**config.mk**
```make
export PLATFORM = sky130hd
export DESIGN_NAME = frame_checker_link_watchdog_core_flat
export DESIGN_NICKNAME = d
export VERILOG_FILES = /design/src/rtl/fcl_pkg.sv /design/src/rtl/fcl_if.sv /design/src/rtl/fcl_fifo.sv /design/src/rtl/fcl_front.sv /design/src/rtl/fcl_back.sv /design/src/rtl/frame_checker_link_watchdog_core.sv /design/src/flat_wrapper.sv
export SDC_FILE = /design/constraint.sdc
export NUM_CORES = 2
export LEC_CHECK = 0
export BUFFER_PORTS_ARGS = -buffer_cell sky130_fd_sc_hd__buf_4
export CAP_MARGIN = 20
export CORE_ASPECT_RATIO = 0.6
export CORE_MARGIN = 2
export CORE_UTILIZATION = 50
export CTS_BUF_LIST = sky130_fd_sc_hd__clkbuf_4
export CTS_CLUSTER_SIZE = 16
export DETAILED_ROUTE_END_ITERATION = 12
export PLACE_DENSITY = 0.66
export SYNTH_ARGS = -nofsm -noshare
export SYNTH_HDL_FRONTEND = slang
export SYNTH_SLANG_ARGS = --single-unit
```
**constraint.sdc**
```tcl
create_clock -name i_clk -period 12.9 [get_ports i_clk]
set_input_delay 1.935 -clock i_clk [delete_from_list [all_inputs] [get_ports i_clk]]
set_output_delay 1.935 -clock i_clk [all_outputs]
set_load 0.01 [all_outputs]
```
**src/rtl/fcl_pkg.sv**
```systemverilog
// Frame checker link watchdog: shared types, codes and constants.
// No dependencies; every other file imports this package.
package fcl_pkg;

    localparam int FRAME_BYTES = 18;
    localparam int CNT_W       = 5;
    localparam int ADDR_W      = 3;

    localparam logic       REQ_BYTE = 1'b0;
    localparam logic       REQ_TICK = 1'b1;

    localparam logic [1:0] EV_GOOD    = 2'd0;
    localparam logic [1:0] EV_RESTORE = 2'd1;
    localparam logic [1:0] EV_LOST    = 2'd2;

    localparam logic [1:0] RS_STOP  = 2'd0;
    localparam logic [1:0] RS_RUN   = 2'd1;
    localparam logic [1:0] RS_PAUSE = 2'd2;

    localparam logic [7:0] HDR0 = 8'hAB;
    localparam logic [7:0] HDR1 = 8'hBA;

    localparam logic [7:0] TIMEOUT_RST = 8'd60;
    localparam logic [7:0] TICKS_RST   = 8'd59;
    localparam logic [7:0] TICKS_MAX   = 8'hFF;

    localparam logic [ADDR_W-3:0] REG_TIMEOUT = '0;

    // x / 100 == (x * DIV_RECIP) >> DIV_SHIFT for all 32-bit x
    localparam logic [31:0] DIV_RECIP = 32'h51EB_851F;
    localparam int          DIV_SHIFT = 37;
    localparam logic [31:0] DIVISOR   = 32'd100;

    typedef struct packed {
        logic       req_type;
        logic [7:0] data_byte;
    } t_in_item;

    typedef struct packed {
        logic [1:0]  event_kind;
        logic [25:0] first_whole;
        logic [6:0]  first_hundredths;
        logic [25:0] second_whole;
        logic [6:0]  second_hundredths;
        logic [7:0]  hour_byte;
        logic [7:0]  minute_byte;
        logic [7:0]  second_byte;
        logic [7:0]  day_byte;
        logic [7:0]  month_byte;
        logic [7:0]  year_offset;
        logic [1:0]  run_state;
    } t_out_item;

    // classified event handed from front to back
    typedef struct packed {
        logic [1:0]  kind;
        logic [31:0] word_a;
        logic [31:0] word_b;
        logic [7:0]  hour;
        logic [7:0]  minute;
        logic [7:0]  second;
        logic [7:0]  day;
        logic [7:0]  month;
        logic [7:0]  year;
        logic [1:0]  run_state;
    } t_cmd;

endpackage

```
**src/rtl/fcl_if.sv**
```systemverilog
// Valid/ready channel interfaces for input and result transactions.
// Depends on fcl_pkg.
interface fcl_in_if import fcl_pkg::*; ();
    logic     valid;
    logic     ready;
    t_in_item payload;
    modport source (output valid, output payload, input ready);
    modport sink (input valid, input payload, output ready);
endinterface

interface fcl_out_if import fcl_pkg::*; ();
    logic      valid;
    logic      ready;
    t_out_item payload;
    modport source (output valid, output payload, input ready);
    modport sink (input valid, input payload, output ready);
endinterface

```
**src/rtl/fcl_fifo.sv**
```systemverilog
// Small command queue between the front and back parts.
// Depends on fcl_pkg (t_cmd).
module fcl_fifo import fcl_pkg::*; #(
    parameter int DEPTH = 4
) (
    input  logic i_clk,
    input  logic i_rst_n,
    input  logic i_push,
    input  t_cmd i_data,
    output logic o_full,
    input  logic i_pop,
    output logic o_valid,
    output t_cmd o_data
);
    localparam int AW = (DEPTH > 1) ? $clog2(DEPTH) : 1;
    localparam int CW = $clog2(DEPTH + 1);

    t_cmd          r_mem [DEPTH];
    logic [AW-1:0] r_wptr, n_wptr;
    logic [AW-1:0] r_rptr, n_rptr;
    logic [CW-1:0] r_count, n_count;

    assign o_full  = (r_count == CW'(DEPTH));
    assign o_valid = (r_count != '0);
    assign o_data  = r_mem[r_rptr];

    always_comb begin
        n_wptr  = r_wptr;
        n_rptr  = r_rptr;
        n_count = r_count;
        if (i_push) begin
            n_wptr = (r_wptr == AW'(DEPTH - 1)) ? '0 : r_wptr + 1'b1;
        end
        if (i_pop) begin
            n_rptr = (r_rptr == AW'(DEPTH - 1)) ? '0 : r_rptr + 1'b1;
        end
        if (i_push && !i_pop) begin
            n_count = r_count + 1'b1;
        end else if (!i_push && i_pop) begin
            n_count = r_count - 1'b1;
        end
    end

    always_ff @(posedge i_clk) begin
        if (!i_rst_n) begin
            r_wptr  <= '0;
            r_rptr  <= '0;
            r_count <= '0;
        end else begin
            r_wptr  <= n_wptr;
            r_rptr  <= n_rptr;
            r_count <= n_count;
        end
    end

    always_ff @(posedge i_clk) begin
        if (i_push) begin
            r_mem[r_wptr] <= i_data;
        end
    end

    a_no_overflow: assert property (@(posedge i_clk) disable iff (!i_rst_n)
        o_full |-> !i_push)
        else $error("queue push while full");
    a_no_underflow: assert property (@(posedge i_clk) disable iff (!i_rst_n)
        i_pop |-> o_valid)
        else $error("queue pop while empty");
    a_count_track: assert property (@(posedge i_clk) disable iff (!i_rst_n)
        (i_push && !i_pop) |=> (r_count == $past(r_count) + 1'b1))
        else $error("queue count mismatch");

endmodule

```
**src/rtl/fcl_front.sv**
```systemverilog
// Front part: byte framing, header and checksum check, link timer.
// Pushes classified events into the queue. Depends on fcl_pkg, fcl_if.
module fcl_front import fcl_pkg::*; (
    input  logic         i_clk,
    input  logic         i_rst_n,
    fcl_in_if.sink       i_in,
    input  logic [7:0]   i_timeout,
    input  logic         i_full,
    output logic         o_push,
    output t_cmd         o_cmd
);
    logic [CNT_W-1:0] r_byte_count;
    logic [7:0]       r_sum;
    logic [7:0]       r_ticks, n_ticks;
    logic             r_down, n_down;
    logic [7:0]       r_frame [FRAME_BYTES];

    logic       accept, is_tick, last_byte, good, lost;
    logic [7:0] b;
    logic [7:0] tick_inc;

    assign i_in.ready = !i_full;
    assign accept     = i_in.valid && !i_full;
    assign is_tick    = (i_in.payload.req_type == REQ_TICK);
    assign b          = i_in.payload.data_byte;
    assign last_byte  = (r_byte_count == CNT_W'(FRAME_BYTES - 1));

    assign good = accept && !is_tick && last_byte && (r_frame[0] == HDR0)
                  && (r_frame[1] == HDR1) && (r_sum == b);
    assign tick_inc = (r_ticks == TICKS_MAX) ? r_ticks : r_ticks + 8'd1;
    assign lost     = accept && is_tick && (tick_inc > i_timeout) && !r_down;

    always_comb begin
        n_ticks = r_ticks;
        n_down  = r_down;
        if (accept && is_tick) begin
            n_ticks = tick_inc;
            if (lost) begin
                n_down = 1'b1;
            end
        end else if (good) begin
            n_ticks = '0;
            n_down  = 1'b0;
        end
    end

    always_comb begin
        o_cmd = '0;
        if (good) begin
            o_cmd.kind   = r_down ? EV_RESTORE : EV_GOOD;
            o_cmd.word_a = {r_frame[5], r_frame[4], r_frame[3], r_frame[2]};
            o_cmd.word_b = {r_frame[9], r_frame[8], r_frame[7], r_frame[6]};
            o_cmd.hour   = r_frame[13];
            o_cmd.minute = r_frame[14];
            o_cmd.second = r_frame[15];
            o_cmd.day    = r_frame[10];
            o_cmd.month  = r_frame[11];
            o_cmd.year   = r_frame[12];
            if (r_frame[16] == 8'(RS_RUN)) begin
                o_cmd.run_state = RS_RUN;
            end else if (r_frame[16] == 8'(RS_PAUSE)) begin
                o_cmd.run_state = RS_PAUSE;
            end else begin
                o_cmd.run_state = RS_STOP;
            end
        end else begin
            o_cmd.kind = EV_LOST;
        end
    end

    assign o_push = good || lost;

    always_ff @(posedge i_clk) begin
        if (!i_rst_n) begin
            r_byte_count <= '0;
            r_sum        <= '0;
            r_ticks      <= TICKS_RST;
            r_down       <= 1'b0;
        end else begin
            r_ticks <= n_ticks;
            r_down  <= n_down;
            if (accept && !is_tick) begin
                if (last_byte) begin
                    r_byte_count <= '0;
                    r_sum        <= '0;
                end else begin
                    r_byte_count <= r_byte_count + 1'b1;
                    r_sum        <= r_sum + b;
                end
            end
        end
    end

    always_ff @(posedge i_clk) begin
        if (accept && !is_tick) begin
            r_frame[r_byte_count] <= b;
        end
    end

    a_count_range: assert property (@(posedge i_clk) disable iff (!i_rst_n)
        r_byte_count < CNT_W'(FRAME_BYTES))
        else $error("byte count out of frame");
    a_lost_sets_down: assert property (@(posedge i_clk) disable iff (!i_rst_n)
        lost |=> r_down)
        else $error("link-lost without link down");
    a_good_clears_timer: assert property (@(posedge i_clk) disable iff (!i_rst_n)
        good |=> (r_ticks == '0) && !r_down)
        else $error("good frame did not clear link timer");

endmodule

```
**src/rtl/fcl_back.sv**
```systemverilog
// Back part: splits the two words into whole and hundredths with a
// reciprocal multiply, then a remainder stage feeding the output register.
// Depends on fcl_pkg, fcl_if.
module fcl_back import fcl_pkg::*; (
    input  logic      i_clk,
    input  logic      i_rst_n,
    input  logic      i_valid,
    input  t_cmd      i_cmd,
    output logic      o_pop,
    fcl_out_if.source o_out
);
    logic        r_s1_v;
    t_cmd        r_s1;
    logic [25:0] r_s1_qa, r_s1_qb;
    logic        r_o_v;
    t_out_item   r_o;

    logic        o_adv, s1_ready;
    logic [63:0] prod_a, prod_b;
    logic [31:0] rem_a, rem_b;

    assign o_adv    = !r_o_v || o_out.ready;
    assign s1_ready = !r_s1_v || o_adv;
    assign o_pop    = i_valid && s1_ready;

    assign prod_a = {32'd0, i_cmd.word_a} * {32'd0, DIV_RECIP};
    assign prod_b = {32'd0, i_cmd.word_b} * {32'd0, DIV_RECIP};

    assign rem_a = r_s1.word_a - 32'(r_s1_qa) * DIVISOR;
    assign rem_b = r_s1.word_b - 32'(r_s1_qb) * DIVISOR;

    assign o_out.valid   = r_o_v;
    assign o_out.payload = r_o;

    always_ff @(posedge i_clk) begin
        if (!i_rst_n) begin
            r_s1_v <= 1'b0;
            r_o_v  <= 1'b0;
        end else begin
            if (s1_ready) begin
                r_s1_v <= i_valid;
            end
            if (o_adv) begin
                r_o_v <= r_s1_v;
            end
        end
    end

    always_ff @(posedge i_clk) begin
        if (o_pop) begin
            r_s1    <= i_cmd;
            r_s1_qa <= prod_a[DIV_SHIFT+25:DIV_SHIFT];
            r_s1_qb <= prod_b[DIV_SHIFT+25:DIV_SHIFT];
        end
        if (o_adv && r_s1_v) begin
            r_o.event_kind        <= r_s1.kind;
            r_o.first_whole       <= r_s1_qa;
            r_o.first_hundredths  <= rem_a[6:0];
            r_o.second_whole      <= r_s1_qb;
            r_o.second_hundredths <= rem_b[6:0];
            r_o.hour_byte         <= r_s1.hour;
            r_o.minute_byte       <= r_s1.minute;
            r_o.second_byte       <= r_s1.second;
            r_o.day_byte          <= r_s1.day;
            r_o.month_byte        <= r_s1.month;
            r_o.year_offset       <= r_s1.year;
            r_o.run_state         <= r_s1.run_state;
        end
    end

    a_rem_range: assert property (@(posedge i_clk) disable iff (!i_rst_n)
        r_o_v |-> (r_o.first_hundredths < 7'd100) && (r_o.second_hundredths < 7'd100))
        else $error("remainder out of range");
    a_lost_zero: assert property (@(posedge i_clk) disable iff (!i_rst_n)
        (r_o_v && r_o.event_kind == EV_LOST) |->
            (r_o.first_whole == '0) && (r_o.second_whole == '0) && (r_o.run_state == RS_STOP))
        else $error("link-lost result carries data");
    a_s1_hold: assert property (@(posedge i_clk) disable iff (!i_rst_n)
        (r_s1_v && !s1_ready) |=> r_s1_v && $stable(r_s1))
        else $error("stalled stage lost its command");

endmodule

```
**src/rtl/frame_checker_link_watchdog_core.sv**
```systemverilog
// Frame checker with link watchdog: takes received bytes and timer ticks, one
// transaction per cycle while the queue is not full, and counts bytes into
// 18-byte frames aligned by count. A frame with header 0xAB 0xBA and a
// matching additive checksum in its last byte gives one result carrying its
// two words split by 100, time, date and run state; other frames are dropped.
// Ticks advance a saturating link timer; passing the timeout register raises
// one link-lost result, and the next good frame is flagged as a restore. A
// result passes through the queue, the reciprocal multiply stage and the output
// register; the sustained rate is one transaction per cycle while the output
// does not stall, and a four-entry queue lets input continue while it stalls.
// Depends on fcl_pkg, fcl_if, fcl_fifo, fcl_front, fcl_back.
module frame_checker_link_watchdog_core import fcl_pkg::*; #(
    parameter int QUEUE_DEPTH = 4
) (
    input  logic              i_clk,
    input  logic              i_rst_n,
    fcl_in_if.sink            i_in,
    fcl_out_if.source         o_out,
    input  logic              psel,
    input  logic              penable,
    input  logic              pwrite,
    input  logic [ADDR_W-1:0] paddr,
    input  logic [31:0]       pwdata,
    output logic [31:0]       prdata,
    output logic              pready
);
    logic [7:0]        r_timeout;
    logic [ADDR_W-3:0] reg_idx;
    logic              q_full, q_push, q_pop, q_valid;
    t_cmd              q_in, q_out;

    assign pready  = 1'b1;
    assign reg_idx = paddr[ADDR_W-1:2];
    assign prdata  = (reg_idx == REG_TIMEOUT) ? {24'd0, r_timeout} : 32'd0;

    always_ff @(posedge i_clk) begin
        if (!i_rst_n) begin
            r_timeout <= TIMEOUT_RST;
        end else if (psel && penable && pwrite && reg_idx == REG_TIMEOUT) begin
            r_timeout <= pwdata[7:0];
        end
    end

    fcl_front u_front (
        .i_clk     (i_clk),
        .i_rst_n   (i_rst_n),
        .i_in      (i_in),
        .i_timeout (r_timeout),
        .i_full    (q_full),
        .o_push    (q_push),
        .o_cmd     (q_in)
    );

    fcl_fifo #(
        .DEPTH (QUEUE_DEPTH)
    ) u_queue (
        .i_clk   (i_clk),
        .i_rst_n (i_rst_n),
        .i_push  (q_push),
        .i_data  (q_in),
        .o_full  (q_full),
        .i_pop   (q_pop),
        .o_valid (q_valid),
        .o_data  (q_out)
    );

    fcl_back u_back (
        .i_clk   (i_clk),
        .i_rst_n (i_rst_n),
        .i_valid (q_valid),
        .i_cmd   (q_out),
        .o_pop   (q_pop),
        .o_out   (o_out)
    );

endmodule
```
**src/flat_wrapper.sv**
```systemverilog
// flat-port wrapper written by rule: the top's interface ports become plain ports
module frame_checker_link_watchdog_core_flat import fcl_pkg::*;
#(
    parameter int QUEUE_DEPTH = 4
)
  (i_clk, i_rst_n, psel, penable, pwrite, paddr, pwdata, prdata, pready, i_in_valid, i_in_payload, i_in_ready, o_out_valid, o_out_payload, o_out_ready);
  fcl_in_if i_in_i ();
  fcl_out_if o_out_i ();
  input  logic i_clk;
  input  logic i_rst_n;
  input  logic psel;
  input  logic penable;
  input  logic pwrite;
  input  logic [ADDR_W-1:0] paddr;
  input  logic [31:0] pwdata;
  output logic [31:0] prdata;
  output logic pready;
  input wire logic [$bits(i_in_i.valid)-1:0] i_in_valid;
  input wire logic [$bits(i_in_i.payload)-1:0] i_in_payload;
  output wire logic [$bits(i_in_i.ready)-1:0] i_in_ready;
  output wire logic [$bits(o_out_i.valid)-1:0] o_out_valid;
  output wire logic [$bits(o_out_i.payload)-1:0] o_out_payload;
  input wire logic [$bits(o_out_i.ready)-1:0] o_out_ready;
  assign i_in_i.valid = i_in_valid;
  assign i_in_i.payload = i_in_payload;
  assign i_in_ready = i_in_i.ready;
  assign o_out_valid = o_out_i.valid;
  assign o_out_payload = o_out_i.payload;
  assign o_out_i.ready = o_out_ready;
  frame_checker_link_watchdog_core #(.QUEUE_DEPTH(QUEUE_DEPTH)) u_core (.i_clk(i_clk), .i_rst_n(i_rst_n), .i_in(i_in_i), .o_out(o_out_i), .psel(psel), .penable(penable), .pwrite(pwrite), .paddr(paddr), .pwdata(pwdata), .prdata(prdata), .pready(pready));
endmodule
```
==> reports/metrics.yaml <==
outcome: "completed"
finClkSkew_ps: 183
htreeDepth: 4
ios: 204
gr-total-overflow: 0
hold_buffers: 0
fp.dieW_um: 470
path_clk_slew_ps: 80
grt_max_degree: 117
grtUsageTotal: 0.241
totalWireLength_um: 158000
avgSynthCellArea_um2: 13.5
drv_slew: 0
finalHoldViolations: 0
synthArstFlopShare: 0
ys.flop_type: "edfxtp_1"
fmax_mhz: 104
seqCellArea_mm2: 0.0259
final_cell_mix: "inv_1 (1320), edfxtp_1 (836), ha_1 (822)"
cp.arrival_ps: 10480
final_nets: 6805
avgRoutedWirePerCell_um: 22.5
antenna_found_initial: 3
period_minus_slack_ps: 9600
startpoint_type: "register"
rsz0062_at_grt: "false"
core_area_mm2: 0.129
synth-seq-cells: 877
maxCapViolCount: 0
post-route-period-util: 0.744
numCtsBuffers: 201
fin_area_mm2: 0.0710
yosysSeqAreaShare: 0.398
first_iter_violations: 2902
die_h_um: 283
post-cts-setup-buffers: 0
initial_utilization: 0.504
cts_tree: "built"
drt_pre_antenna_iters: 5
slew_headroom: 0.282
via_count: 36400
min_path_type: "reg -> reg"
place_inst: 6661
n_fill_cell: 10800
port_buffers: 152
yosys_warnings: 0
finalSetupViolations: 0
clock_latency_ps: 1240
fin_setup_tns_ps: 0
syn-instance-count: 4828
core.rowCount: 102
critPathKind: "reg -> reg"
drive_above_1_share: 0.123
cp.required_ps: 13780
grt_pass1_vias: 37800
cp-end-kind: "register"
clkSinkCount: 877
place_congestion: 1.02
syn2layout_area_growth_pct: 9.05
cts_resized: 0
fp.dieArea_mm2: 0.133
dp_hpwl_um: 123000
drc: 0
ys_types: 84
crit_fanout: 37
syn-cell-area_mm2: 0.0651
via_per_inst: 5.18
place_area_mm2: 0.0683
cts_buffer_depth: 3
cts-root-buf: "clkbuf_4"
fin_cells: 7024
multi_input_area_mm2: 0.0339
synth_edf_count: 836
worst_slew_pin_slew_ps: 1070
grt_first_pass_wirelength_um: 237000
layout_commonest_cell: "inv_1"
detail-route-antenna-nets: 0
-- worst paths after layout --
check	to	slack, ps	start	cells past startpoint
setup / recovery	u_core.u_back.r_s1_qa[18]	3300	register	23
hold / removal	u_core.u_back.o_out.payload[72]	360	u_core.u_back.r_s1_qb[15]	0
setup reg to reg	u_core.u_back.r_s1_qa[18]	3300	register	23
hold reg to reg	u_core.u_back.o_out.payload[72]	360	u_core.u_back.r_s1_qb[15]	0
-- layer usage --
layer | share of wire | GRT usage | vias to the layer above
li1 | - | - | 16600
met1 | 0.49 | 0.386 | 18400
met2 | 0.37 | 0.296 | 1328
met3 | 0.13 | 0.114 | 115
met4 | 0.0085 | 0.0347 | 0
met5 | 0 | 0 | -
-- per-stage QoR --
stage | hold WS, ps | utilization | setup WS [ps]
finish | 364 | 0.550 | 3300
global route | 343 | 0.550 | 3000
CTS | 337 | 0.550 | 2850
detailed placement | 405 | 0.529 | 2940
global placement | 401 | 0.529 | 2990
floorplan | 400 | - | 3210
-- cells in the mapped netlist (4+ instances only) --
cell type,number,share of area
a21boi_0,16,0.0018
o21ai_1,4,0.00031
nor3_1,15,0.0012
o21bai_1,11,0.0013
nand2b_1,7,0.00067
fa_1,782,0.24
nor2_1,59,0.0034
buf_2,4,0.00031
nand2_1,88,0.0051
xnor2_1,58,0.0078
a22oi_1,5,0.00058
a21o_1,45,0.0052
inv_1,1320,0.076
buf_4,28,0.0032
o21a_1,4,0.00046
o2111ai_1,6,0.00081
o311ai_0,4,0.00054
a21oi_1,90,0.0069
nand4_1,21,0.0020
ha_1,822,0.16
nor2b_1,30,0.0029
a31oi_1,6,0.00058
and2_1,132,0.013
buf_1,8,0.00046
nand3_1,38,0.0029
edfxtp_1,836,0.39
and3_1,10,0.00096
nor4_1,9,0.00086
or3_1,5,0.00048
a211oi_1,6,0.00069
o211ai_1,13,0.0015
nor3b_1,4,0.00046
mux4_2,116,0.040
o21ai_0,44,0.0034
mux2i_1,4,0.00062
clkbuf_1,36,0.0021
dfxtp_1,41,0.013
xor2_1,29,0.0039
-- sequential cells by signal, summed over array words and instances (netlist names), 2 cells and up, named ones only --
name,cells
u_core.u_queue.r_wptr,2
u_core.u_back.r_s1_qb,26
u_core.u_back.r_s1_qa,26
u_core.u_back.r_s1,66
u_core.u_front.r_frame,136
u_core.u_front.r_byte_count,5
u_core.u_queue.r_rptr,2
u_core.u_queue.r_count,3
u_core.u_back.o_out.payload,118
u_core.r_timeout,8
u_core.u_queue.r_mem,464
u_core.u_front.r_ticks,8
u_core.u_front.r_sum,8
-- cell type report --
class / count / share of cell area
multi-input cells: 2576 / 0.478
flip-flops and latches: 877 / 0.365
inverters: 1321 / 0.0699
clock buffers: 295 / 0.0312
well taps: 1716 / 0.0302
repair buffers: 173 / 0.0188
clock inverters: 58 / 0.00626
diodes: 8 / 0.000282
-- worst max-delay path, cell delays in order, from the launching register on --
cell and delay (ps):
dfxtp_4 540, buf_16 320, mux4_2 790, ha_1 550, fa_1 570, fa_1 540, fa_1 470, fa_1 670
fa_1 520, fa_1 520, inv_1 50, fa_1 480, inv_1 130, ha_1 350, nand3_1 180, nor4_2 510
nand4_1 160, o32ai_1 580, o2111ai_1 200, nand3_1 180, o2111ai_1 180, a21oi_1 440, a31oi_1 170, xnor2_1 150
-- logic make-up after synthesis --
group                      synth area share
DFF                                   0.398
buffers and inverters                0.0824
other                              0.000115
AOI/OAI and AO/OA                    0.0305
adders and majority gates             0.399
muxes                                0.0409
and+or+nand+nor                      0.0373
xor gates and xnor gates             0.0120
Power is not shown: default switching activity piles up to over one toggle a cycle in this logic, so the estimate is an artifact.
